$ cat src/hw/rtl/tsac_pkg.sv
`timescale 1ns / 1ps
`default_nettype none

package tsac_pkg;

  localparam int unsigned SETS_DEF  = 64;
  localparam int unsigned WORDS_DEF = 4;

  localparam logic [1:0] ACT_READ  = 2'd0;
  localparam logic [1:0] ACT_WRITE = 2'd1;
  localparam logic [1:0] ACT_FILL  = 2'd2;

  localparam logic [1:0] KIND_RD_DATA = 2'd0;
  localparam logic [1:0] KIND_MEM_REQ = 2'd1;
  localparam logic [1:0] KIND_MEM_WR  = 2'd2;
  localparam logic [1:0] KIND_WR_DONE = 2'd3;

  typedef struct packed {
    logic [1:0]  action;
    logic [31:0] address;
    logic [31:0] data_word;
  } in_item_t;

  typedef struct packed {
    logic [1:0]  kind;
    logic [31:0] mem_address;
    logic [31:0] data_out;
    logic        was_hit;
    logic        last;
  } out_item_t;

  typedef enum logic [2:0] {
    D_NONE    = 3'd0,
    D_RD_CPU  = 3'd1,
    D_RD_WB   = 3'd2,
    D_WR_CPU  = 3'd3,
    D_WR_FILL = 3'd4
  } dop_e;

  typedef enum logic [2:0] {
    E_RD   = 3'd0,
    E_REQ  = 3'd1,
    E_WB   = 3'd2,
    E_WT   = 3'd3,
    E_DONE = 3'd4
  } esrc_e;

  typedef struct packed {
    logic  clr;
    logic  div_start;
    logic  take_cpu;
    logic  take_fill;
    logic  meta_rd;
    logic  lookup;
    logic  miss;
    logic  commit;
    dop_e  dop;
    logic  emit;
    esrc_e esrc;
    logic  cnt_inc;
    logic  cnt_clr;
  } cmd_t;

  typedef struct packed {
    logic clr_last;
    logic div_done;
    logic hit;
    logic vdirty;
    logic cpu_wr;
    logic wt;
    logic cnt_last;
    logic out_free;
  } status_t;

endpackage

`default_nettype wire

$ cat src/hw/rtl/tsac_ctrl.sv
`timescale 1ns / 1ps
`default_nettype none

module tsac_ctrl
  import tsac_pkg::*;
(
  input  wire logic    clk_i,
  input  wire logic    rst_ni,
  input  wire logic    in_valid_i,
  input  wire logic [1:0] in_action_i,
  output logic         in_stall_o,
  output cmd_t         cmd_o,
  input  wire status_t status_i
);

  typedef enum logic [14:0] {
    S_CLEAR    = 15'h0001,
    S_IDLE     = 15'h0002,
    S_DIV_GO   = 15'h0004,
    S_DIV      = 15'h0008,
    S_META_RD  = 15'h0010,
    S_LOOKUP   = 15'h0020,
    S_MISS     = 15'h0040,
    S_WB_RD    = 15'h0080,
    S_WB_OUT   = 15'h0100,
    S_REQ      = 15'h0200,
    S_FILL_WR  = 15'h0400,
    S_COMMIT   = 15'h0800,
    S_OUT_RD   = 15'h1000,
    S_OUT_WT   = 15'h2000,
    S_OUT_DONE = 15'h4000
  } state_e;

  state_e state_q, state_d;
  logic   pend_q, pend_d;

  assign in_stall_o = (state_q != S_IDLE);

  always_comb begin
    state_d = state_q;
    pend_d  = pend_q;
    cmd_o   = '0;
    cmd_o.dop  = D_NONE;
    cmd_o.esrc = E_RD;
    unique case (state_q)
      S_CLEAR: begin
        cmd_o.clr = 1'b1;
        if (status_i.clr_last) state_d = S_IDLE;
      end
      S_IDLE: begin
        if (in_valid_i) begin
          if (in_action_i == ACT_FILL) begin
            if (pend_q) begin
              cmd_o.take_fill = 1'b1;
              state_d = S_FILL_WR;
            end
          end else if ((in_action_i == ACT_READ || in_action_i == ACT_WRITE) && !pend_q) begin
            cmd_o.take_cpu = 1'b1;
            state_d = S_DIV_GO;
          end
        end
      end
      S_DIV_GO: begin
        cmd_o.div_start = 1'b1;
        state_d = S_DIV;
      end
      S_DIV: begin
        if (status_i.div_done) state_d = S_META_RD;
      end
      S_META_RD: begin
        cmd_o.meta_rd = 1'b1;
        state_d = pend_q ? S_COMMIT : S_LOOKUP;
      end
      S_LOOKUP: begin
        cmd_o.lookup = 1'b1;
        state_d = status_i.hit ? S_COMMIT : S_MISS;
      end
      S_MISS: begin
        cmd_o.miss    = 1'b1;
        cmd_o.cnt_clr = 1'b1;
        pend_d = 1'b1;
        state_d = status_i.vdirty ? S_WB_RD : S_REQ;
      end
      S_WB_RD: begin
        cmd_o.dop = D_RD_WB;
        state_d = S_WB_OUT;
      end
      S_WB_OUT: begin
        if (status_i.out_free) begin
          cmd_o.emit = 1'b1;
          cmd_o.esrc = E_WB;
          if (status_i.cnt_last) begin
            cmd_o.cnt_clr = 1'b1;
            state_d = S_REQ;
          end else begin
            cmd_o.cnt_inc = 1'b1;
            state_d = S_WB_RD;
          end
        end
      end
      S_REQ: begin
        if (status_i.out_free) begin
          cmd_o.emit = 1'b1;
          cmd_o.esrc = E_REQ;
          if (status_i.cnt_last) begin
            cmd_o.cnt_clr = 1'b1;
            state_d = S_IDLE;
          end else begin
            cmd_o.cnt_inc = 1'b1;
          end
        end
      end
      S_FILL_WR: begin
        cmd_o.dop = D_WR_FILL;
        if (status_i.cnt_last) begin
          cmd_o.cnt_clr = 1'b1;
          state_d = S_META_RD;
        end else begin
          cmd_o.cnt_inc = 1'b1;
          state_d = S_IDLE;
        end
      end
      S_COMMIT: begin
        cmd_o.commit = 1'b1;
        pend_d = 1'b0;
        if (status_i.cpu_wr) begin
          cmd_o.dop = D_WR_CPU;
          state_d = status_i.wt ? S_OUT_WT : S_OUT_DONE;
        end else begin
          cmd_o.dop = D_RD_CPU;
          state_d = S_OUT_RD;
        end
      end
      S_OUT_RD: begin
        if (status_i.out_free) begin
          cmd_o.emit = 1'b1;
          cmd_o.esrc = E_RD;
          state_d = S_IDLE;
        end
      end
      S_OUT_WT: begin
        if (status_i.out_free) begin
          cmd_o.emit = 1'b1;
          cmd_o.esrc = E_WT;
          state_d = S_OUT_DONE;
        end
      end
      S_OUT_DONE: begin
        if (status_i.out_free) begin
          cmd_o.emit = 1'b1;
          cmd_o.esrc = E_DONE;
          state_d = S_IDLE;
        end
      end
      default: state_d = S_IDLE;
    endcase
  end

  always_ff @(posedge clk_i or negedge rst_ni) begin
    if (!rst_ni) begin
      state_q <= S_CLEAR;
      pend_q  <= 1'b0;
    end else begin
      state_q <= state_d;
      pend_q  <= pend_d;
    end
  end

endmodule

`default_nettype wire

$ cat config.mk
export PLATFORM = sky130hd
export DESIGN_NAME = tsac_ctrl
export DESIGN_NICKNAME = d
export VERILOG_FILES = /design/src/hw/rtl/tsac_pkg.sv /design/src/hw/rtl/tsac_ctrl.sv
export SDC_FILE = /design/constraint.sdc
export NUM_CORES = 1
export LEC_CHECK = 0
export ABC_AREA = 0
export BUFFER_PORTS_ARGS = -buffer_cell sky130_fd_sc_hd__buf_2
export CAP_MARGIN = 10
export CORE_ASPECT_RATIO = 1.25
export CORE_MARGIN = 1.5
export CORE_UTILIZATION = 30
export DETAILED_ROUTE_END_ITERATION = 10
export GPL_TIMING_DRIVEN = 1
export PLACE_DENSITY = 0.58
export SKIP_CTS_REPAIR_TIMING = 1
export SLEW_MARGIN = 20
export SYNTH_ARGS = -nofsm -noshare
export SYNTH_HDL_FRONTEND = slang
export SYNTH_SLANG_ARGS = --single-unit
$ cat constraint.sdc
create_clock -name clk_i -period 2.65 [get_ports clk_i]
set_input_delay 0.795 -clock clk_i [delete_from_list [all_inputs] [get_ports clk_i]]
set_output_delay 0.795 -clock clk_i [all_outputs]
set_load 0.03 [all_outputs]
======== Word-level counts from Yosys, hierarchy flattened ========
Cells that the tools add are included.
word-level totals
  bits in registers ....................... 16
  input port bits ......................... 13
  logic and storage cells ................. 81
cells by class
  eq/ne operators ......................... 28
  muxes and demuxes ....................... 44
  reductions and logical operators ........ 7
operators by type and width
  cell                                                    number
  case mux 15 bit (14 select lines)                       1
  two-way mux 15 bit                                      13
  two-way mux 12 bit                                      2
  two-way mux 10 bit                                      2
  case mux 4 bit (5 select lines)                         1
  equality test 15 x 1 -> 1 bit (second input constant)   1
  equality test 15 x 10 -> 1 bit (second input constant)  1
  equality test 15 x 11 -> 1 bit (second input constant)  1
  equality test 15 x 12 -> 1 bit (second input constant)  1
  equality test 15 x 13 -> 1 bit (second input constant)  1
  equality test 15 x 14 -> 1 bit (second input constant)  1
  equality test 15 bit (second input constant)            1
  equality test 15 x 2 -> 1 bit (second input constant)   1
  equality test 15 x 3 -> 1 bit (second input constant)   1
  equality test 15 x 4 -> 1 bit (second input constant)   1
  equality test 15 x 5 -> 1 bit (second input constant)   1
  equality test 15 x 6 -> 1 bit (second input constant)   1
  equality test 15 x 7 -> 1 bit (second input constant)   1
  equality test 15 x 8 -> 1 bit (second input constant)   1
  equality test 15 x 9 -> 1 bit (second input constant)   1
  != test 15 x 2 -> 1 bit (second input constant)         1
  != test 2 bit (second input constant)                   7
  two-way mux 1 bit                                       12
  two-way mux 4 bit                                       3
  other kinds (18)                                        22

======== Logic depth before layout (Yosys ltp) ========
Gate-level depths: netlist (run 1).
  depth in word-level cells ............... 7
  mapped depth ............................ 8
  depth with buffers taken out ............ 7

======== Least setup slack after synthesis (run 1) ========
No wires, ideal clock.
  path type ............................... register to output
  start ................................... reg state_q[10]
  end ..................................... out cmd_o[4] in the netlist's numbering
  data arrival time ....................... 2.562 ns
  setup slack ............................. -0.707 ns
  stages on the path, launching flop included .. 7
  buffers on the path ..................... 1
  path through ............................ dfrtp_1 buf_2 or2_2 or4_1 a21oi_1 o21ai_0 nor4_1
RTL lines
  what                    RTL line          text
  start, declared         tsac_ctrl.sv:34   state_e state_q, state_d;
  start signal, assigned  tsac_ctrl.sv:164  state_q <= state_d;
  end, declared           tsac_ctrl.sv:12   output cmd_t cmd_o,

==> metrics.yaml, run 1 <==
run_status:
  status: "complete, but fails checks"
  violations: "setup timing"
critical_path:
  path_class: "register to primary output"
  cp_max_fo: 3
  cp_top_family: "simple AND/OR/NAND/NOR gates"
  crit_buf_inv: 1
  crit_chain: "or2_4 -> or4_4 -> a21oi_4 -> o21ai_4 -> nor4_4 -> buf_6"
  start_kind: "register"
  crit_path_top_delay_cell: "or4_4"
  end_kind: "primary output"
  required_ns: 1.86
  worst_ep_arrival_time_ns: 2.10
  cpPeakStageDelay_ns: 0.54
synth:
  avgSynthCellArea_um2: 8.297
  synth_edf_count: 0
  synth_commonest_cells: "dfrtp_1 (15), nor2_1 (15), o21ai_0 (14), inv_1 (11), nor3_1 (10)"
  synth_top_area_share: 0.3209
  netlist_area_mm2: 0.001170
  synth_fp_nets: 154
  ys_seq_area_frac: 0.3433
  synth_top_area_cell: "dfrtp_1"
  ys_types: 44
  synth-seq-cells: 16
  yosys_warnings: 0
  syn-instance-count: 141
  async_flop_share: 1.000
  synth.area.top_cells: "dfrtp_1 (32%), o21ai_0 (6.0%), nor2_1 (4.8%)"
  synth-main-ff-cell: "dfrtp_1"
timing:
  setup_viol: 16
  fin_ws_ns: -0.2469
  worst_hold_slack_ns: 0.4572
  period_minus_slack_ns: 2.897
  rsz0062_at_grt: "yes"
  finalClockSkew_ns: 0.005620
  hold_viol_final: 0
  maxSlewViolCount: 0
  worst_pin_slew_ns: 0.5629
  slew_headroom: 0.6208
  fmax_mhz: 345.2
  min_period_over_period: 1.093
routing:
  viasPerCell: 5.606
  wl_per_cell_um: 16.91
  vias: 1407
  drt_iter0_markers: 57
  routed_wl_mm: 4.244
  drc: 0
  firstDrtPassIters: 4
  route.antenna.remaining_nets: 0
grt:
  grtUsageTotal: 0.1916
  grt_pass1_vias: 1358
  grt_antenna_before_repair: 0
  grt_pass1_wl_mm: 6.285
  grt_max_degree: 17
  grt.overflow.total: 0
placement:
  dp_hpwl_mm: 3.167
  place.port_buffers: 30
  place_inst: 235
  place.gp.congestion: 0.8505
  dp_slack_ns: -0.09966
  place_area_mm2: 0.001649
finish:
  area_growth_pct: 76.47
  diodes: 0
  finalNonFillerCells: 251
  drive_above_1_share: 0.5735
  final_cell_area_mm2: 0.002064
  fin_nets: 225
power_and_ir_drop:
  netSwitchingFraction: 0.4293
  sequentialPowerShare: 0.231
  pwr-share-comb: 0.603
  power_density_mw_per_mm2: 644.3
  peakVddDrop_v: 0.0006806
  power_mw: 1.330
  p_leak_nw: 0.9495
  p_int_mw: 0.7592
  p_sw_mw: 0.5710
  power.share.clock: 0.166
floorplan:
  ios: 31
  core_mm2: 0.003754
  die_x_um: 58.86
  dieArea_mm2: 0.004286
  rows: 25
  die_h_um: 72.82
  start_util: 0.3117
clock_network:
  cts_sinks: 16
  clockRootBuffer: "clkbuf_8"
  cts_made_buffers: 3
  cts_tree: "built"
  clk_latency_ns: 0.25
  path_clk_slew_ns: 0.07
  h-tree-depth: 1
  cts_buffer_depth: 2
run:
  max_cap_violations: 0
hold_path:
  hold_path.class: "input pin to async pin"
## per-stage QoR
step                      TNS [ns]    util
after global routing        -2.990  0.5500
after detailed placement   -0.4791  0.4393
after global placement     -0.1547  0.4393
after CTS                   -4.399  0.4540
final                       -1.898  0.5500
after floorplan            -0.2684       -
## area by class of cell
class                           count  area (µm²)
Tap cell                           40       50.05
Timing Repair Buffer               71       575.6
Fill cell                         325        1689
Clock buffer                        4       55.05
Inverter                           11       41.29
Sequential cell                    16       404.1
Multi-Input combinational cell    109       938.4
## final timing paths
check / to / cells after the start / slack [ns] / from
min in group clk_i: state_q[0]$_DFFE_PN1P_ / 2 / 0.59 / state_q[0]$_DFFE_PN1P_
setup / recovery: cmd_o[4] / 6 / -0.25 / state_q[10]$_DFFE_PN0P_
setup reg to reg: state_q[14]$_DFFE_PN0P_ / 7 / 0.24 / state_q[10]$_DFFE_PN0P_
max in group asynchronous: state_q[0]$_DFFE_PN1P_ / 1 / 1.87 / rst_ni
hold reg to reg: state_q[0]$_DFFE_PN1P_ / 2 / 0.59 / state_q[0]$_DFFE_PN1P_
hold / removal: pend_q$_DFFE_PN0P_ / 1 / 0.46 / rst_ni
## state kept, by name, summed over array words and instances, names as in the netlist
| name | count |
|---|---|
| pend_q | 1 |
| state_q | 15 |
## layout by cell type (no fill, tap or decap), types with 2 or more instances in the layout
| cell | netlist | final |
|---|---|---|
| buf_4 | 1 | 38 |
| nand3b_1 | 2 | 2 |
| nand3_2 | 0 | 2 |
| nand3_4 | 0 | 2 |
| or2_4 | 0 | 2 |
| nor3_4 | 1 | 5 |
| nor2_4 | 0 | 3 |
| nand2b_1 | 3 | 3 |
| buf_6 | 1 | 20 |
| dfrtp_1 | 15 | 13 |
| inv_2 | 0 | 3 |
| nor4_1 | 6 | 3 |
| a22o_1 | 3 | 3 |
| nand2_1 | 7 | 6 |
| nor2_1 | 15 | 11 |
| clkbuf_8 | 0 | 4 |
| inv_1 | 11 | 8 |
| nor3_1 | 10 | 6 |
| a21oi_1 | 7 | 4 |
| nand4_1 | 2 | 2 |
| buf_2 | 1 | 13 |
| dfrtp_2 | 0 | 2 |
| nand4b_1 | 2 | 2 |
| or4_4 | 1 | 4 |
| nand3_1 | 7 | 3 |
| o21ai_0 | 14 | 11 |
| nor4_4 | 0 | 4 |
| xor2_1 | 3 | 3 |
| a21oi_4 | 0 | 2 |
## metal layers
metal | wire length, µm | GRT usage | up-vias
li1 | - | - | 662
met1 | 1788 | 0.2291 | 704
met2 | 2304 | 0.3605 | 37
met3 | 105 | 0.01596 | 4
met4 | 45 | 0.04798 | 0
met5 | 0 | 0 | -
## worst reg2reg max path, stage by stage (launching register included)
cell and delay [ns]:
dfrtp_1 0.42, or4_4 0.54, nor3_4 0.25, buf_6 0.14, nand2_4 0.06, buf_4 0.19
o311a_4 0.39, mux2_4 0.30
## kinds of logic (layout without fill, tap and decap cells)
| kind of cell | count (synthesis) | in the layout | synth area share |
|---|---|---|---|
| xor gates and xnor gates | 4 | 4 | 0.02995 |
| muxes | 1 | 1 | 0.01283 |
| and+or+nand+nor | 73 | 73 | 0.3722 |
| buffers and inverters | 16 | 86 | 0.06203 |
| AOI/OAI and AO/OA | 31 | 31 | 0.1797 |
| DFF | 16 | 16 | 0.3433 |
## power by group through the flow
stage	Combinational [mW]	Clock, mW	Sequential [mW]
after CTS	0.616	0.223	0.307
after global placement	0.602	0	0.310
after detailed placement	0.612	0	0.311
after global routing	0.849	0.237	0.310
final	0.802	0.221	0.307
after floorplan	0.391	0	0.313
No activity file was read; power rests on OpenSTA's default activity.
==> run 2: changes to the inputs <==
- clock period: 2.65 -> 2.45 ns (I/O delays scaled with it)
==> metrics.yaml, run 2 (synthesized netlist as in run 1, its figures left out) <==
run_status:
  status: "complete, but fails checks"
  violations: "setup timing"
critical_path:
  required_ns: 1.71  # -0.15 ns
  crit_start: "state_q[10]$_DFFE_PN0P_"
  start_kind: "register"
  r2r_start: "state_q[10]$_DFFE_PN0P_"
  cp_max_fo: 5  # +2
  path_class: "register to primary output"
  end_kind: "primary output"
  worst_ep_arrival_time_ns: 2.17  # +0.07 ns
finish:
  largest-register: "state_q"
  mostFrequentLayoutCells: "buf_4 (53), buf_6 (20), dfrtp_1 (13), buf_2 (12), o21ai_0 (11)"
  largest_register_ff_count: 15  # unchanged
  area_growth_pct: 83.74
  diodes: 0  # unchanged
  finalNonFillerCells: 266  # +6.0%
  final_common_cell: "buf_4"
  fin_nets: 240  # +6.7%
  largest_registers: "state_q (15), pend_q (1)"
  fillers: 324  # -0.31%
  drive_above_1_share: 0.6062  # +0.03273
  final_cell_area_mm2: 0.002150  # +4.1%
power_and_ir_drop:
  power_density_mw_per_mm2: 719.1  # +12%
  p_leak_nw: 1.018  # +7.2%
  peakVddDrop_v: 0.0003630  # -47%
routing:
  route.antenna.remaining_nets: 0  # unchanged
  firstDrtPassIters: 4  # unchanged
  drt_iter0_markers: 70  # +23%
  drc: 0  # unchanged
  viasPerCell: 5.526  # -1.4%
  vias: 1470  # +4.5%
  wl_per_cell_um: 16.89  # about the same
  routed_wl_mm: 4.494  # +5.9%
timing:
  slew_headroom: 0.7008  # +0.08003
  finalClockSkew_ns: 0.01069  # +0.005071 ns
  min_period_over_period: 1.186
  rsz0062_at_grt: "yes"
  period_minus_slack_ns: 2.906
  hold_viol_final: 0  # unchanged
  setup_viol: 18  # +2
  worst_hold_slack_ns: 0.3986  # -0.05864 ns
  fmax_mhz: 344.1
  fin_ws_ns: -0.4562  # -0.2093 ns
  maxSlewViolCount: 0  # unchanged
  worst_pin_slew_ns: 0.4441  # -0.1188 ns
floorplan:
  start_util: 0.3117  # unchanged
  die_x_um: 58.86  # unchanged
  core_mm2: 0.003754  # unchanged
  dieArea_mm2: 0.004286  # unchanged
  ios: 31  # unchanged
  die_h_um: 72.82  # unchanged
  rows: 25  # unchanged
clock_network:
  cts_made_buffers: 3  # unchanged
  cts_sinks: 16  # unchanged
  cts_buffer_depth: 2  # unchanged
  clockRootBuffer: "clkbuf_8"
  h-tree-depth: 1  # unchanged
  path_clk_slew_ns: 0.08  # about the same
  cts_tree: "built"
  clk_latency_ns: 0.26  # about the same
placement:
  dp_hpwl_mm: 3.337  # +5.4%
  place_area_mm2: 0.001769  # +7.3%
  place.gp.congestion: 0.9246  # +8.7%
  place_inst: 249  # +6.0%
  place.port_buffers: 30  # unchanged
grt:
  grt_pass1_wl_mm: 6.486  # +3.2%
  grt_pass1_vias: 1353  # -0.37%
  grt.overflow.total: 0  # unchanged
  grtUsageTotal: 0.1994  # +0.007867
  grt_antenna_before_repair: 0  # unchanged
  grt_max_degree: 17  # unchanged
run:
  max_cap_violations: 0  # unchanged
hold_path:
  hold_path.class: "input pin to async pin"
==> run 2: cell types whose count changed in the layout (fill, tap and decap cells not counted), moves of 2 or more <==
cell     delta
buf_4      +15
nor2_2      +3
nor3_2      +3
nor3_4      -3
nand2_1     -2
nand2_2     +2
nand3_1     +2
nor2_4      -2
==> run 2: final timing paths <==
check	to	slack, ns	depth (start not counted)
max	cmd_o[16]	-0.46	6
min	state_q[8]$_DFFE_PN0P_	0.40	1
max reg2reg	state_q[14]$_DFFE_PN0P_	0	7
min reg2reg	state_q[2]$_DFFE_PN0P_	0.58	1
max in group asynchronous	state_q[3]$_DFFE_PN0P_	1.72	1
min in group clk_i	state_q[2]$_DFFE_PN0P_	0.58	1
==> run 2: worst max-delay path, cell delays in order, from the launching register on <==
cell and delay [ns]:
dfrtp_1 0.45, or4_4 0.61, nor3_4 0.20, buf_4 0.15, nand2_4 0.06, nor4b_4 0.26, buf_4 0.19
==> run 2: power breakdown <==
part	internal [mW]	switching, mW
clock	0.143	0.100
sequential	0.292	0.0327
combinational	0.495	0.483
total	0.930	0.616
==> run 2: cell type report <==
type / count / area (µm²) / share of cell area
flip-flops and latches: 16 / 404.1 / 0.1880
clock buffers: 4 / 55.05 / 0.02561
repair buffers: 86 / 703.2 / 0.3271
inverters: 11 / 41.29 / 0.01921
well taps: 40 / 50.05 / 0.02328
multi-input cells: 109 / 895.9 / 0.4168
==> run 2: stage by stage <==
stage | util | setup WS (ns) | total power [mW] | setup TNS [ns]
5_1_grt | 0.5727 | -0.5278 | 1.627 | -5.976
2_1_floorplan | - | -0.1861 | 0.7632 | -0.7958
3_5_place_dp | 0.4713 | -0.1683 | 1.095 | -1.376
4_1_cts | 0.4860 | -0.4519 | 1.339 | -6.023
3_3_place_gp | 0.4713 | -0.1639 | 1.089 | -1.373
6_report | 0.5727 | -0.4562 | 1.546 | -4.872
==> run 2: routing by layer <==
| metal | wire length [µm] | share of wire | GRT usage | vias to the layer above |
|---|---|---|---|---|
| li1 | - | - | - | 693 |
| met1 | 1774 | 0.39 | 0.2417 | 727 |
| met2 | 2489 | 0.55 | 0.3593 | 41 |
| met3 | 148 | 0.033 | 0.02482 | 9 |
| met4 | 81 | 0.018 | 0.06313 | 0 |
| met5 | 0 | 0 | 0 | - |
==> run 3: changes to the inputs <==
- CELL_PAD_IN_SITES_DETAIL_PLACEMENT: unset -> 0
- CELL_PAD_IN_SITES_GLOBAL_PLACEMENT: unset -> 1
- PLACE_DENSITY: 0.58 -> 0.73
==> metrics.yaml, run 3 (synthesized netlist as in run 1, its figures left out) <==
timing:
  worst_pin_slew_ns: 0.5666  # +0.1225 ns
  period_minus_slack_ns: 2.834  # -0.07268 ns
  rsz0062_at_grt: "yes"
  fin_ws_ns: -0.3835  # +0.07268 ns
  slew_headroom: 0.6183  # -0.08254
  fmax_mhz: 352.9  # +2.6%
  finalClockSkew_ns: 0.001207  # -0.009484 ns
  hold_viol_final: 0  # unchanged
  min_period_over_period: 1.157  # -0.02966
  maxSlewViolCount: 0  # unchanged
  setup_viol: 18  # unchanged
floorplan:
  dieArea_mm2: 0.004286  # unchanged
  start_util: 0.3117  # unchanged
  die_h_um: 72.82  # unchanged
  die_x_um: 58.86  # unchanged
  core_mm2: 0.003754  # unchanged
  ios: 31  # unchanged
  rows: 25  # unchanged
finish:
  drive_above_1_share: 0.5872  # -0.01904
  largest_register_ff_count: 15  # unchanged
  final_common_cell: "buf_4"
  fin_nets: 232  # -3.3%
  final_cell_area_mm2: 0.002088  # -2.9%
  mostFrequentLayoutCells: "buf_4 (47), buf_6 (18), buf_2 (13), dfrtp_1 (12)"
  area_growth_pct: 78.50
  diodes: 0  # unchanged
  finalNonFillerCells: 258  # -3.0%
  largest_registers: "state_q (15), pend_q (1)"
  largest-register: "state_q"
critical_path:
  cp_max_fo: 4  # -1
  crit_chain: "or2_4 -> or4_4 -> a21oi_4 -> o21ai_4 -> nor4_4 -> buf_6"
  path_class: "register to primary output"
  required_ns: 1.71  # about the same
  start_kind: "register"
  r2r-end: "state_q[14]$_DFFE_PN0P_"
  crit_path_top_delay_cell: "or4_4"
  reg2reg_depth: 7  # unchanged
  r2r_start: "state_q[10]$_DFFE_PN0P_"
  cpPeakStageDelay_ns: 0.54  # -0.07 ns
  end_kind: "primary output"
  r2r_setup_slack_ns: -0.04  # -0.04 ns
  worst_ep_arrival_time_ns: 2.10  # -0.07 ns
grt:
  grt_max_degree: 17  # unchanged
  grt_antenna_before_repair: 0  # unchanged
  grt_pass1_wl_mm: 6.403  # -1.3%
  grt.overflow.total: 0  # unchanged
  grtUsageTotal: 0.1963  # -0.003120
  grt_pass1_vias: 1369  # +1.2%
power_and_ir_drop:
  power_density_mw_per_mm2: 712.8  # -0.88%
  sequentialPowerShare: 0.218  # +0.008
  netSwitchingFraction: 0.4166  # +0.01803
  p_sw_mw: 0.6200  # +0.65%
  p_int_mw: 0.8684  # -6.6%
  pwr-share-comb: 0.619  # -0.014
  peakVddDrop_v: 0.0005157  # +42%
  power.share.clock: 0.163  # +0.006
  p_leak_nw: 0.9756  # -4.1%
run_status:
  status: "complete, but fails checks"
  violations: "setup timing"
placement:
  place_inst: 241  # -3.2%
  place_area_mm2: 0.001709  # -3.4%
  dp_hpwl_mm: 3.132  # -6.1%
  place.port_buffers: 30  # unchanged
  place.gp.congestion: 0.9282  # +0.39%
clock_network:
  cts_made_buffers: 3  # unchanged
  cts_tree: "built"
  path_clk_slew_ns: 0.07  # about the same
  clk_latency_ns: 0.25  # about the same
  cts_buffer_depth: 2  # unchanged
  clockRootBuffer: "clkbuf_8"
  h-tree-depth: 1  # unchanged
  cts_sinks: 16  # unchanged
routing:
  vias: 1402  # -4.6%
  firstDrtPassIters: 7  # +3
  route.antenna.remaining_nets: 0  # unchanged
  wl_per_cell_um: 15.88  # -6.0%
  routed_wl_mm: 4.098  # -8.8%
  drc: 0  # unchanged
  drt_iter0_markers: 42  # -40%
  viasPerCell: 5.434  # -1.7%
hold_path:
  hold_path.class: "input pin to async pin"
run:
  max_cap_violations: 0  # unchanged
-- run 3: final cells by class --
type	instances	area, µm²
Tap cell	40	50.05
Multi-Input combinational cell	109	915.9
Fill cell	311	1665
Inverter	11	41.29
Timing Repair Buffer	78	620.6
Clock buffer	4	55.05
Sequential cell	16	405.4
-- run 3: how the worst max path moves through the flow --
stage                     endpoint  slack, ns               startpoint  cells after the start
after floorplan           cmd_o[4]      -0.19  state_q[10]$_DFFE_PN0P_                      6
after global placement    cmd_o[4]      -0.15  state_q[12]$_DFFE_PN0P_                      6
after detailed placement  cmd_o[4]      -0.18  state_q[11]$_DFFE_PN0P_                      6
after CTS                 cmd_o[4]      -0.46  state_q[12]$_DFFE_PN0P_                      6
after global routing      cmd_o[0]      -0.43  state_q[10]$_DFFE_PN0P_                      5
final                     cmd_o[4]      -0.38  state_q[10]$_DFFE_PN0P_                      6
-- run 3: power by group through the flow --
stage | Sequential [mW] | Combinational, mW | Clock (mW)
detailed placement | 0.327 | 0.722 | 0
finish | 0.325 | 0.922 | 0.242
floorplan | 0.338 | 0.425 | 0
global route | 0.327 | 0.995 | 0.257
global placement | 0.326 | 0.714 | 0
CTS | 0.322 | 0.725 | 0.247
-- run 3: routing by layer --
| layer | vias up | wire length (µm) | global-route usage |
|---|---|---|---|
| li1 | 674 | - | - |
| met5 | - | 0 | 0 |
| met1 | 674 | 1625 | 0.2343 |
| met4 | 0 | 114 | 0.08333 |
| met3 | 10 | 162 | 0.02128 |
| met2 | 44 | 2195 | 0.3494 |
-- run 3: worst max-delay path: cells and delay by family (launching register included) --
family / cells / cell delay (ns)
AOI/OAI and AO/OA: 2 / 0.28
buffers and inverters: 1 / 0.17
DFF: 1 / 0.43
and+or+nand+nor: 3 / 0.96
-- run 3: per-stage QoR --
| stage | worst slack [ns] | util | total power [mW] | TNS (ns) | hold WS (ns) |
|---|---|---|---|---|---|
| after CTS | -0.4596 | 0.4700 | 1.294 | -6.052 | 0.4118 |
| after global placement | -0.1528 | 0.4553 | 1.040 | -0.9581 | 0.5978 |
| final | -0.3835 | 0.5563 | 1.488 | -4.109 | 0.3988 |
| after detailed placement | -0.1788 | 0.4553 | 1.049 | -1.133 | 0.6052 |
| after floorplan | -0.1861 | - | 0.7632 | -0.7958 | 0.4394 |
| after global routing | -0.4341 | 0.5563 | 1.579 | -5.431 | 0.4301 |
